===== config.mk =====
export PLATFORM = sky130hd
export DESIGN_NAME = nonpreemptive_interrupt_scheduler_top_flat
export DESIGN_NICKNAME = d
export VERILOG_FILES = /design/src/nis_pkg.sv /design/src/nis_if.sv /design/src/nonpreemptive_interrupt_scheduler_top.sv /design/src/nis_core.sv /design/src/flat_wrapper.sv
export SDC_FILE = /design/constraint.sdc
export NUM_CORES = 2
export LEC_CHECK = 0
export BUFFER_PORTS_ARGS = -buffer_cell sky130_fd_sc_hd__buf_2
export CAP_MARGIN = 20
export CORE_ASPECT_RATIO = 1.5
export CORE_UTILIZATION = 50
export DETAILED_ROUTE_END_ITERATION = 10
export PLACE_DENSITY = 0.76
export SYNTH_ARGS = -nofsm -noshare
export SYNTH_HDL_FRONTEND = slang
export SYNTH_SLANG_ARGS = --single-unit

===== constraint.sdc =====
create_clock -name clk -period 26.4 [get_ports clk]
set_input_delay 5.28 -clock clk [delete_from_list [all_inputs] [get_ports clk]]
set_output_delay 5.28 -clock clk [all_outputs]
set_load 0.01 [all_outputs]

===== src/nis_pkg.sv =====
// ----------------------------------------------------------------------------
// nis_pkg
// Shared types and constants of the non-preemptive interrupt scheduler.
// ----------------------------------------------------------------------------
package nis_pkg;

  localparam int NUM_IRQ     = 8;
  localparam int PRIO_BITS   = 4;
  localparam int TIME_BITS   = 32;
  localparam int RUN_BITS    = 8;
  localparam int ID_BITS     = 3;
  localparam int MISS_BITS   = 32;
  localparam int OUT_BITS    = 32;
  localparam int PRIO_TBL_W  = 32;
  localparam int RUN_TBL_W   = 64;
  localparam int APB_DATA_W  = 64;
  localparam int APB_ADDR_W  = 4;

  // register index, taken from paddr[3]
  localparam logic REG_PRIORITY = 1'b0;
  localparam logic REG_RUN_TIME = 1'b1;

  typedef logic [NUM_IRQ-1:0]    irq_mask_t;
  typedef logic [ID_BITS-1:0]    irq_id_t;
  typedef logic [PRIO_BITS-1:0]  prio_t;
  typedef logic [RUN_BITS-1:0]   run_t;
  typedef logic [TIME_BITS-1:0]  tick_t;
  typedef logic [MISS_BITS-1:0]  miss_cnt_t;
  typedef logic [OUT_BITS-1:0]   lat_t;

  typedef struct packed {
    logic [PRIO_TBL_W-1:0] priority_table;
    logic [RUN_TBL_W-1:0]  run_time_table;
  } nis_cfg_t;

  typedef struct packed {
    logic      done_res;
    irq_id_t   done_id;
    lat_t      latency;
    lat_t      done_max_latency;
    irq_mask_t missed_mask;
    logic      running_valid;
    irq_id_t   running_id;
  } nis_result_t;

endpackage


===== src/nis_if.sv =====
// ----------------------------------------------------------------------------
// nis_in_if / nis_out_if
// Valid/ready channels for trigger masks and scheduler results.
// ----------------------------------------------------------------------------
interface nis_in_if;
  logic                 valid;
  logic                 ready;
  nis_pkg::irq_mask_t   trigger_mask;

  modport source (output valid, output trigger_mask, input ready);
  modport sink   (input valid, input trigger_mask, output ready);
endinterface

interface nis_out_if;
  logic                 valid;
  logic                 ready;
  logic                 done_res;
  nis_pkg::irq_id_t     done_id;
  nis_pkg::lat_t        latency;
  nis_pkg::lat_t        done_max_latency;
  nis_pkg::irq_mask_t   missed_mask;
  logic                 running_valid;
  nis_pkg::irq_id_t     running_id;

  modport source (output valid, output done_res, output done_id, output latency,
                  output done_max_latency, output missed_mask,
                  output running_valid, output running_id, input ready);
  modport sink   (input valid, input done_res, input done_id, input latency,
                  input done_max_latency, input missed_mask,
                  input running_valid, input running_id, output ready);
endinterface


===== src/nonpreemptive_interrupt_scheduler_top.sv =====
// ----------------------------------------------------------------------------
// nonpreemptive_interrupt_scheduler_top
// Path: a trigger mask is held in the input register and its result in the
// result register, from which it is offered on the output channel.
// Throughput: one trigger mask per cycle while the output channel is ready;
// the tick update between the input register and the result register is
// combinational. Reset: synchronous, active low; clears all scheduler state
// and both tables. Configuration: APB registers priority_table at 0x0,
// run_time_table at 0x8.
module nonpreemptive_interrupt_scheduler_top (
  input  logic                               clk,
  input  logic                               rst_n,
  nis_in_if.sink                             in_chan,
  nis_out_if.source                          out_chan,
  input  logic                               psel,
  input  logic                               penable,
  input  logic                               pwrite,
  input  logic [nis_pkg::APB_ADDR_W-1:0]     paddr,
  input  logic [nis_pkg::APB_DATA_W-1:0]     pwdata,
  output logic [nis_pkg::APB_DATA_W-1:0]     prdata,
  output logic                               pready
);
  import nis_pkg::*;

  nis_cfg_t    cfg_r;
  logic        s1_valid_r;
  irq_mask_t   s1_mask_r;
  logic        out_valid_r;
  nis_result_t out_r;
  nis_result_t res;
  logic        advance;
  logic        reg_sel;

  assign reg_sel = paddr[3];
  assign pready  = 1'b1;
  assign prdata  = (reg_sel == REG_RUN_TIME) ? cfg_r.run_time_table
                                             : APB_DATA_W'(cfg_r.priority_table);

  always_ff @(posedge clk) begin
    if (!rst_n) begin
      cfg_r <= '0;
    end else if (psel && penable && pwrite) begin
      case (reg_sel)
        REG_PRIORITY: cfg_r.priority_table <= pwdata[PRIO_TBL_W-1:0];
        REG_RUN_TIME: cfg_r.run_time_table <= pwdata[RUN_TBL_W-1:0];
        default: cfg_r <= cfg_r;
      endcase
    end
  end

  assign advance       = s1_valid_r && (!out_valid_r || out_chan.ready);
  assign in_chan.ready = !s1_valid_r || advance;

  nis_core u_core (
    .clk          (clk),
    .rst_n        (rst_n),
    .step         (advance),
    .trigger_mask (s1_mask_r),
    .cfg          (cfg_r),
    .res          (res)
  );

  always_ff @(posedge clk) begin
    if (!rst_n) begin
      s1_valid_r  <= 1'b0;
      out_valid_r <= 1'b0;
    end else begin
      if (in_chan.valid && in_chan.ready) begin
        s1_valid_r <= 1'b1;
      end else if (advance) begin
        s1_valid_r <= 1'b0;
      end
      if (advance) begin
        out_valid_r <= 1'b1;
      end else if (out_chan.ready) begin
        out_valid_r <= 1'b0;
      end
    end
  end

  always_ff @(posedge clk) begin
    if (in_chan.valid && in_chan.ready) begin
      s1_mask_r <= in_chan.trigger_mask;
    end
    if (advance) begin
      out_r <= res;
    end
  end

  assign out_chan.valid            = out_valid_r;
  assign out_chan.done_res         = out_r.done_res;
  assign out_chan.done_id          = out_r.done_id;
  assign out_chan.latency          = out_r.latency;
  assign out_chan.done_max_latency = out_r.done_max_latency;
  assign out_chan.missed_mask      = out_r.missed_mask;
  assign out_chan.running_valid    = out_r.running_valid;
  assign out_chan.running_id       = out_r.running_id;

endmodule


===== src/nis_core.sv =====
// ----------------------------------------------------------------------------
// nis_core
// Scheduler state and the single-tick update: pending capture, priority
// selection, completion check and latency bookkeeping.
// ----------------------------------------------------------------------------
module nis_core (
  input  logic                 clk,
  input  logic                 rst_n,
  input  logic                 step,
  input  nis_pkg::irq_mask_t   trigger_mask,
  input  nis_pkg::nis_cfg_t    cfg,
  output nis_pkg::nis_result_t res
);
  import nis_pkg::*;

  tick_t     tick_r,  tick_nxt;
  logic      busy_r,  busy_nxt;
  irq_id_t   cur_id_r, cur_id_nxt;
  tick_t     cur_start_r, cur_start_nxt;
  tick_t     cur_arr_r, cur_arr_nxt;
  irq_mask_t pend_r,  pend_nxt;
  tick_t     pend_arr_r [NUM_IRQ];
  tick_t     pend_arr_nxt [NUM_IRQ];
  miss_cnt_t miss_r [NUM_IRQ];
  miss_cnt_t miss_nxt [NUM_IRQ];
  tick_t     worst_r [NUM_IRQ];
  tick_t     worst_nxt [NUM_IRQ];

  always_comb begin
    irq_mask_t missed;
    irq_mask_t pend_cap;
    irq_mask_t demote;
    logic      found;
    irq_id_t   best;
    prio_t     bprio;
    prio_t     p;
    run_t      run_cur;
    tick_t     elapsed;
    tick_t     lat;
    tick_t     worst_upd;
    logic      finish;

    missed   = trigger_mask & pend_r;
    tick_nxt = tick_r + tick_t'(1);
    busy_nxt = busy_r;
    cur_id_nxt    = cur_id_r;
    cur_start_nxt = cur_start_r;
    cur_arr_nxt   = cur_arr_r;
    pend_nxt      = pend_r;
    pend_arr_nxt  = pend_arr_r;
    worst_nxt     = worst_r;
    demote  = '0;
    found   = 1'b0;
    best    = '0;
    bprio   = '0;
    finish  = 1'b0;
    lat     = '0;
    worst_upd = '0;

    for (int i = 0; i < NUM_IRQ; i++) begin
      miss_nxt[i] = (missed[i] && miss_r[i] != '1) ? miss_r[i] + miss_cnt_t'(1) : miss_r[i];
    end

    pend_cap = pend_r | trigger_mask;
    run_cur  = cfg.run_time_table[RUN_BITS*cur_id_r +: RUN_BITS];
    elapsed  = tick_r - cur_start_r;
    lat      = tick_r - cur_arr_r;
    worst_upd = (lat > worst_r[cur_id_r]) ? lat : worst_r[cur_id_r];

    if (busy_r) begin
      for (int i = 0; i < NUM_IRQ; i++) begin
        p = cfg.priority_table[PRIO_BITS*i +: PRIO_BITS];
        if (trigger_mask[i] && !pend_r[i]) begin
          pend_arr_nxt[i] = tick_r;
        end
        if (pend_cap[i] && p > bprio) begin
          found = 1'b1;
          best  = irq_id_t'(i);
          bprio = p;
        end
      end
      pend_nxt = pend_cap;
      finish   = (tick_t'(run_cur) <= elapsed);
      if (finish) begin
        busy_nxt = found;
        worst_nxt[cur_id_r] = worst_upd;
        if (found) begin
          cur_id_nxt    = best;
          cur_start_nxt = tick_r;
          pend_nxt[best] = 1'b0;
          cur_arr_nxt   = pend_arr_nxt[best];
        end
      end
    end else begin
      for (int i = 0; i < NUM_IRQ; i++) begin
        p = cfg.priority_table[PRIO_BITS*i +: PRIO_BITS];
        if (trigger_mask[i] && p > bprio) begin
          if (found) begin
            demote[best] = 1'b1;
          end
          found = 1'b1;
          best  = irq_id_t'(i);
          bprio = p;
        end
      end
      pend_nxt = pend_r | demote;
      for (int i = 0; i < NUM_IRQ; i++) begin
        if (demote[i]) begin
          pend_arr_nxt[i] = tick_r;
        end
      end
      if (found) begin
        busy_nxt      = 1'b1;
        cur_id_nxt    = best;
        cur_start_nxt = tick_r;
        cur_arr_nxt   = tick_r;
      end
    end

    res.done_res         = finish;
    res.done_id          = finish ? cur_id_r : '0;
    res.latency          = finish ? lat_t'(lat) : '0;
    res.done_max_latency = finish ? lat_t'(worst_upd) : '0;
    res.missed_mask      = missed;
    res.running_valid    = busy_nxt;
    res.running_id       = busy_nxt ? cur_id_nxt : '0;
  end

  always_ff @(posedge clk) begin
    if (!rst_n) begin
      tick_r      <= '0;
      busy_r      <= 1'b0;
      cur_id_r    <= '0;
      cur_start_r <= '0;
      cur_arr_r   <= '0;
      pend_r      <= '0;
      for (int i = 0; i < NUM_IRQ; i++) begin
        pend_arr_r[i] <= '0;
        miss_r[i]     <= '0;
        worst_r[i]    <= '0;
      end
    end else if (step) begin
      tick_r      <= tick_nxt;
      busy_r      <= busy_nxt;
      cur_id_r    <= cur_id_nxt;
      cur_start_r <= cur_start_nxt;
      cur_arr_r   <= cur_arr_nxt;
      pend_r      <= pend_nxt;
      pend_arr_r  <= pend_arr_nxt;
      miss_r      <= miss_nxt;
      worst_r     <= worst_nxt;
    end
  end

endmodule


===== src/flat_wrapper.sv =====
// flat-port wrapper written by rule: the top's interface ports become plain ports
module nonpreemptive_interrupt_scheduler_top_flat import nis_pkg::*;
  (clk, rst_n, psel, penable, pwrite, paddr, pwdata, prdata, pready, in_chan_valid, in_chan_trigger_mask, in_chan_ready, out_chan_valid, out_chan_done_res, out_chan_done_id, out_chan_latency, out_chan_done_max_latency, out_chan_missed_mask, out_chan_running_valid, out_chan_running_id, out_chan_ready);
  nis_in_if in_chan_i ();
  nis_out_if out_chan_i ();
  input  logic clk;
  input  logic rst_n;
  input  logic psel;
  input  logic penable;
  input  logic pwrite;
  input  logic [nis_pkg::APB_ADDR_W-1:0] paddr;
  input  logic [nis_pkg::APB_DATA_W-1:0] pwdata;
  output logic [nis_pkg::APB_DATA_W-1:0] prdata;
  output logic pready;
  input wire logic [$bits(in_chan_i.valid)-1:0] in_chan_valid;
  input wire logic [$bits(in_chan_i.trigger_mask)-1:0] in_chan_trigger_mask;
  output wire logic [$bits(in_chan_i.ready)-1:0] in_chan_ready;
  output wire logic [$bits(out_chan_i.valid)-1:0] out_chan_valid;
  output wire logic [$bits(out_chan_i.done_res)-1:0] out_chan_done_res;
  output wire logic [$bits(out_chan_i.done_id)-1:0] out_chan_done_id;
  output wire logic [$bits(out_chan_i.latency)-1:0] out_chan_latency;
  output wire logic [$bits(out_chan_i.done_max_latency)-1:0] out_chan_done_max_latency;
  output wire logic [$bits(out_chan_i.missed_mask)-1:0] out_chan_missed_mask;
  output wire logic [$bits(out_chan_i.running_valid)-1:0] out_chan_running_valid;
  output wire logic [$bits(out_chan_i.running_id)-1:0] out_chan_running_id;
  input wire logic [$bits(out_chan_i.ready)-1:0] out_chan_ready;
  assign in_chan_i.valid = in_chan_valid;
  assign in_chan_i.trigger_mask = in_chan_trigger_mask;
  assign in_chan_ready = in_chan_i.ready;
  assign out_chan_valid = out_chan_i.valid;
  assign out_chan_done_res = out_chan_i.done_res;
  assign out_chan_done_id = out_chan_i.done_id;
  assign out_chan_latency = out_chan_i.latency;
  assign out_chan_done_max_latency = out_chan_i.done_max_latency;
  assign out_chan_missed_mask = out_chan_i.missed_mask;
  assign out_chan_running_valid = out_chan_i.running_valid;
  assign out_chan_running_id = out_chan_i.running_id;
  assign out_chan_i.ready = out_chan_ready;
  nonpreemptive_interrupt_scheduler_top u_core (.clk(clk), .rst_n(rst_n), .in_chan(in_chan_i), .out_chan(out_chan_i), .psel(psel), .penable(penable), .pwrite(pwrite), .paddr(paddr), .pwdata(pwdata), .prdata(prdata), .pready(pready));
endmodule

==> run_results.csv <==
group,metric,value,unit
status,status,"finished clean",
route,routed_wl,136000,µm
worst_setup_path,slowest_stage,"a2111oi_0",
route,dr.pass1.iters,6,
global_routing,grt_pass1_wl,209000,µm
finish,drive_above_1_share,11.1,%
die,core_area,0.0864,mm²
sta,fmax,0.0607,GHz
die,dieWidth,243,µm
synthesis,synth_fp_nets,5275,
route,drc,0,
route,drt_iter0_markers,3683,
worst_setup_path,worstPathMaxFanout,51,
finish,n_fill_cell,7613,
route,wl_met3,10100,µm
sta,finalSetupTns,0,ns
global_routing,grt_pass1_vias,36900,
synthesis,yosysWarnings,0,
sta,min_period,16.47,ns
synthesis,synth_area,0.0437,mm²
sta,final-setup-viol-count,0,
synthesis,avgSynthCellArea,8.68,µm²
clocking,clkTransAtPathRegs,0.07,ns
placed_design,portBuffers,225,
die,row_count,132,
global_routing,grt_usage,29.9,%
die,ioPinCount,230,
clocking,tritoncts,"yes",
sta,tightest_slew,1.15,ns
global_routing,grt_max_degree,155,
worst_hold_path,hold_depth,2,
pwr,vdd_drop_max,0.0000697,V
route,drt-wirelength-per-cell,21.8,µm
clocking,postCtsSetupRepairBufs,0,
worst_setup_path,startpoint_type,"flip-flop",
worst_hold_path,min_from,"u_core.u_core.worst_r[135]$_SDFFE_PN0P_",
synthesis,synthDistinctLibCells,97,
worst_setup_path,path_class,"reg2reg",
worst_setup_path,ff2ff_setup_slack,9.93,ns
clocking,cts_htree_levels,3,
worst_setup_path,r2r_cells,64,
clocking,cts-root-buf,"clkbuf_16",
die,die_y,364,µm
finish,fin_util,55.6,%
pwr,p_leak,19.0,nW
route,met1_length,51200,µm
worst_setup_path,r2r-end,"u_core.u_core.cur_arr_r[3]$_SDFFE_PN0P_",
worst_setup_path,crit_top_cell,"ha_1",
route,wl_met2,67200,µm
synthesis,async_flop_share,0,%
sta,final-max-slew-violation-count,0,
die,die-area,0.0886,mm²
worst_hold_path,hp-class,"reg2reg",
synthesis,synthCells,5035,
sta,rsz0062_at_grt,"false",
route,num_vias,38200,
worst_setup_path,r2r_start,"u_core.s1_mask_r[0]$_DFFE_PP_",
sta,final.period_utilization,62.4,%
synthesis,ys.flop_type,"dfxtp_1",
clocking,clock_latency,0.67,ns
worst_hold_path,holdPathEnd,"u_core.u_core.worst_r[135]$_SDFFE_PN0P_",
synthesis,synth-seq-cells,806,
sta,fin_skew,0.0269,ns
synthesis,yosysSeqAreaShare,38.9,%
die,initial_core_util,50.6,%
worst_setup_path,required,26.90,ns
clocking,cts.sinks,806,
route,antenna_left,0,
sta,slew_headroom,21.1,%
placed_design,place.gp.congestion,0.914,
global_routing,antenna_found_initial,2,
finish,area_growth,9.96,%
clocking,ctsResizeCount,0,
worst_setup_path,arrival,16.97,ns
finish,final_net_count,5271,
worst_setup_path,slowest_delay,1.03,ns
synthesis,synth-edff-count,88,
clocking,clockBufferDepth,3,
route,vias_per_cell,6.12,
clocking,cts_buffers,77,
route,routed.top_layer,"met5",
clocking,cts_hold_buf,0,
job,maxCapViolations,0,
worst_setup_path,worst_setup_path_end_kind,"flip-flop",
pwr,power_density,73.7,mW/mm²
placed_design,hpwl,86600,µm
sta,hold_violations,0,
global_routing,overflow,0,
==> routing by layer <==
layer  vias to the layer above  global-route usage, %
li1                      17700                      -
met1                     18200                   33.9
met2                      1724                   52.6
met3                       487                   5.09
met4                         2                   17.5
met5                         -                      0
==> state kept, by name, indices dropped and copies added, names as in the netlist, 8 cells and up <==
register	cells
u_core.out_chan.done_max_latency	32
u_core.out_chan.latency	32
u_core.u_core.tick_r	32
u_core.u_core.worst_r	256
u_core.u_core.pend_arr_r	256
u_core.s1_mask_r	8
u_core.u_core.cur_start_r	32
u_core.u_core.pend_r	8
u_core.out_chan.missed_mask	8
u_core.cfg_r	96
u_core.u_core.cur_arr_r	32
==> worst max path at each step <==
stage	slack (ns)	endpoint	start
floorplan	14.39	u_core.u_core.cur_arr_r[3]$_SDFFE_PN0P_	u_core.s1_mask_r[0]$_DFFE_PP_
global placement	10.71	u_core.u_core.cur_arr_r[3]$_SDFFE_PN0P_	u_core.s1_mask_r[0]$_DFFE_PP_
detailed placement	10.32	u_core.u_core.cur_arr_r[3]$_SDFFE_PN0P_	u_core.s1_mask_r[0]$_DFFE_PP_
CTS	10.29	u_core.u_core.cur_arr_r[3]$_SDFFE_PN0P_	u_core.s1_mask_r[0]$_DFFE_PP_
global route	9.11	u_core.u_core.cur_arr_r[3]$_SDFFE_PN0P_	u_core.s1_mask_r[0]$_DFFE_PP_
finish	9.93	u_core.u_core.cur_arr_r[3]$_SDFFE_PN0P_	u_core.s1_mask_r[0]$_DFFE_PP_
==> through the flow <==
step                      total power, mW  cell area [µm²]  setup slack [ns]  hold WS, ns  cells
after floorplan                      2.00            43700             14.39        0.435   5035
after global placement               2.34            45400             10.71        0.440   6091
after detailed placement             2.35            45400             10.32        0.445   6091
after CTS                            3.52            48000             10.29        0.455   6232
after global routing                 3.65            48000              9.11        0.479   6232
final                                3.54            48000              9.93        0.454   6234
==> Yosys cell counts (29+ instances only) <==
cell | number | share of area, %
and3_1 | 30 | 0.43
and2_1 | 111 | 1.6
inv_1 | 158 | 1.4
nor2_1 | 211 | 1.8
clkbuf_1 | 310 | 2.7
xnor2_1 | 51 | 1.0
a21boi_0 | 349 | 6.0
nand2_1 | 880 | 7.6
nor2b_1 | 295 | 4.2
o21ai_0 | 123 | 1.4
dfxtp_1 | 718 | 33
a221oi_1 | 36 | 0.72
buf_2 | 31 | 0.36
a21o_1 | 34 | 0.58
mux2i_1 | 361 | 8.3
o221ai_1 | 55 | 1.1
nand2b_1 | 33 | 0.47
or3_1 | 34 | 0.49
nand4_1 | 42 | 0.60
mux2_2 | 32 | 0.82
nand3_1 | 114 | 1.3
ha_1 | 155 | 4.4
nor3b_1 | 36 | 0.62
o21a_1 | 29 | 0.50
and4_1 | 32 | 0.64
a22oi_1 | 134 | 2.3
a21oi_1 | 111 | 1.3
edfxtp_1 | 88 | 6.0
==> cell usage in the layout, fill, tap and decap left out, types with 29 or more instances in the layout <==
| cell type | instances |
|---|---|
| nor2_1 | 204 |
| buf_4 | 82 |
| edfxtp_1 | 88 |
| o21a_1 | 29 |
| buf_2 | 224 |
| o221ai_1 | 55 |
| nor2b_1 | 291 |
| clkbuf_16 | 79 |
| and4_1 | 32 |
| a21o_1 | 32 |
| nor3b_1 | 33 |
| a21boi_0 | 349 |
| xnor2_1 | 51 |
| dfxtp_1 | 717 |
| a22oi_1 | 134 |
| a21oi_1 | 105 |
| or3_1 | 33 |
| mux2i_1 | 361 |
| nand2b_1 | 33 |
| and3_1 | 29 |
| inv_1 | 156 |
| a221oi_1 | 36 |
| and2_1 | 110 |
| nand4_1 | 42 |
| nand3_1 | 114 |
| o21ai_0 | 123 |
| nand2_1 | 873 |
| mux2_2 | 32 |
| ha_1 | 155 |
==> worst max-delay path, delay by kind of cell (launching register included) <==
| kind | cells | cell delay, ns |
|---|---|---|
| flip-flops | 1 | 0.58 |
| adder cells (fa/ha/maj) | 7 | 2.17 |
| AND/OR/NAND/NOR | 17 | 2.69 |
| multiplexers | 4 | 1.37 |
| AO/OA/AOI/OAI | 29 | 7.36 |
| buffers and inverters | 7 | 2.04 |
==> power by group <==
group | total [mW] | internal [mW] | switching (mW) | leakage [nW]
logic | 1.08 | 0.332 | 0.752 | 11.1
registers | 1.27 | 1.26 | 0.0174 | 6.63
clock network | 1.18 | 0.674 | 0.508 | 1.29
total | 3.54 | 2.26 | 1.28 | 19.0
==> kinds of logic after synthesis <==
| kind of cell | Yosys count | synth area share (%) |
|---|---|---|
| buf+inv | 549 | 5.20 |
| xor+xnor | 79 | 1.58 |
| flops | 806 | 38.9 |
| simple gates | 1868 | 20.6 |
| compound gates | 1181 | 20.0 |
| mux | 394 | 9.13 |
| other cells | 1 | 0.00858 |
| fa+ha+maj | 157 | 4.53 |
==> final cells by class <==
type | count | area, µm² | area share [%]
multi-input cells | 3680 | 24600 | 51.2
flip-flops and latches | 806 | 17000 | 35.4
clock buffers | 101 | 2130 | 4.43
repair buffers | 307 | 1750 | 3.65
well taps | 1139 | 1430 | 2.97
inverters | 159 | 599 | 1.25
clock inverters | 40 | 512 | 1.07
diodes | 2 | 5.00 | 0.0104
(Power assumes the default switching activity.)
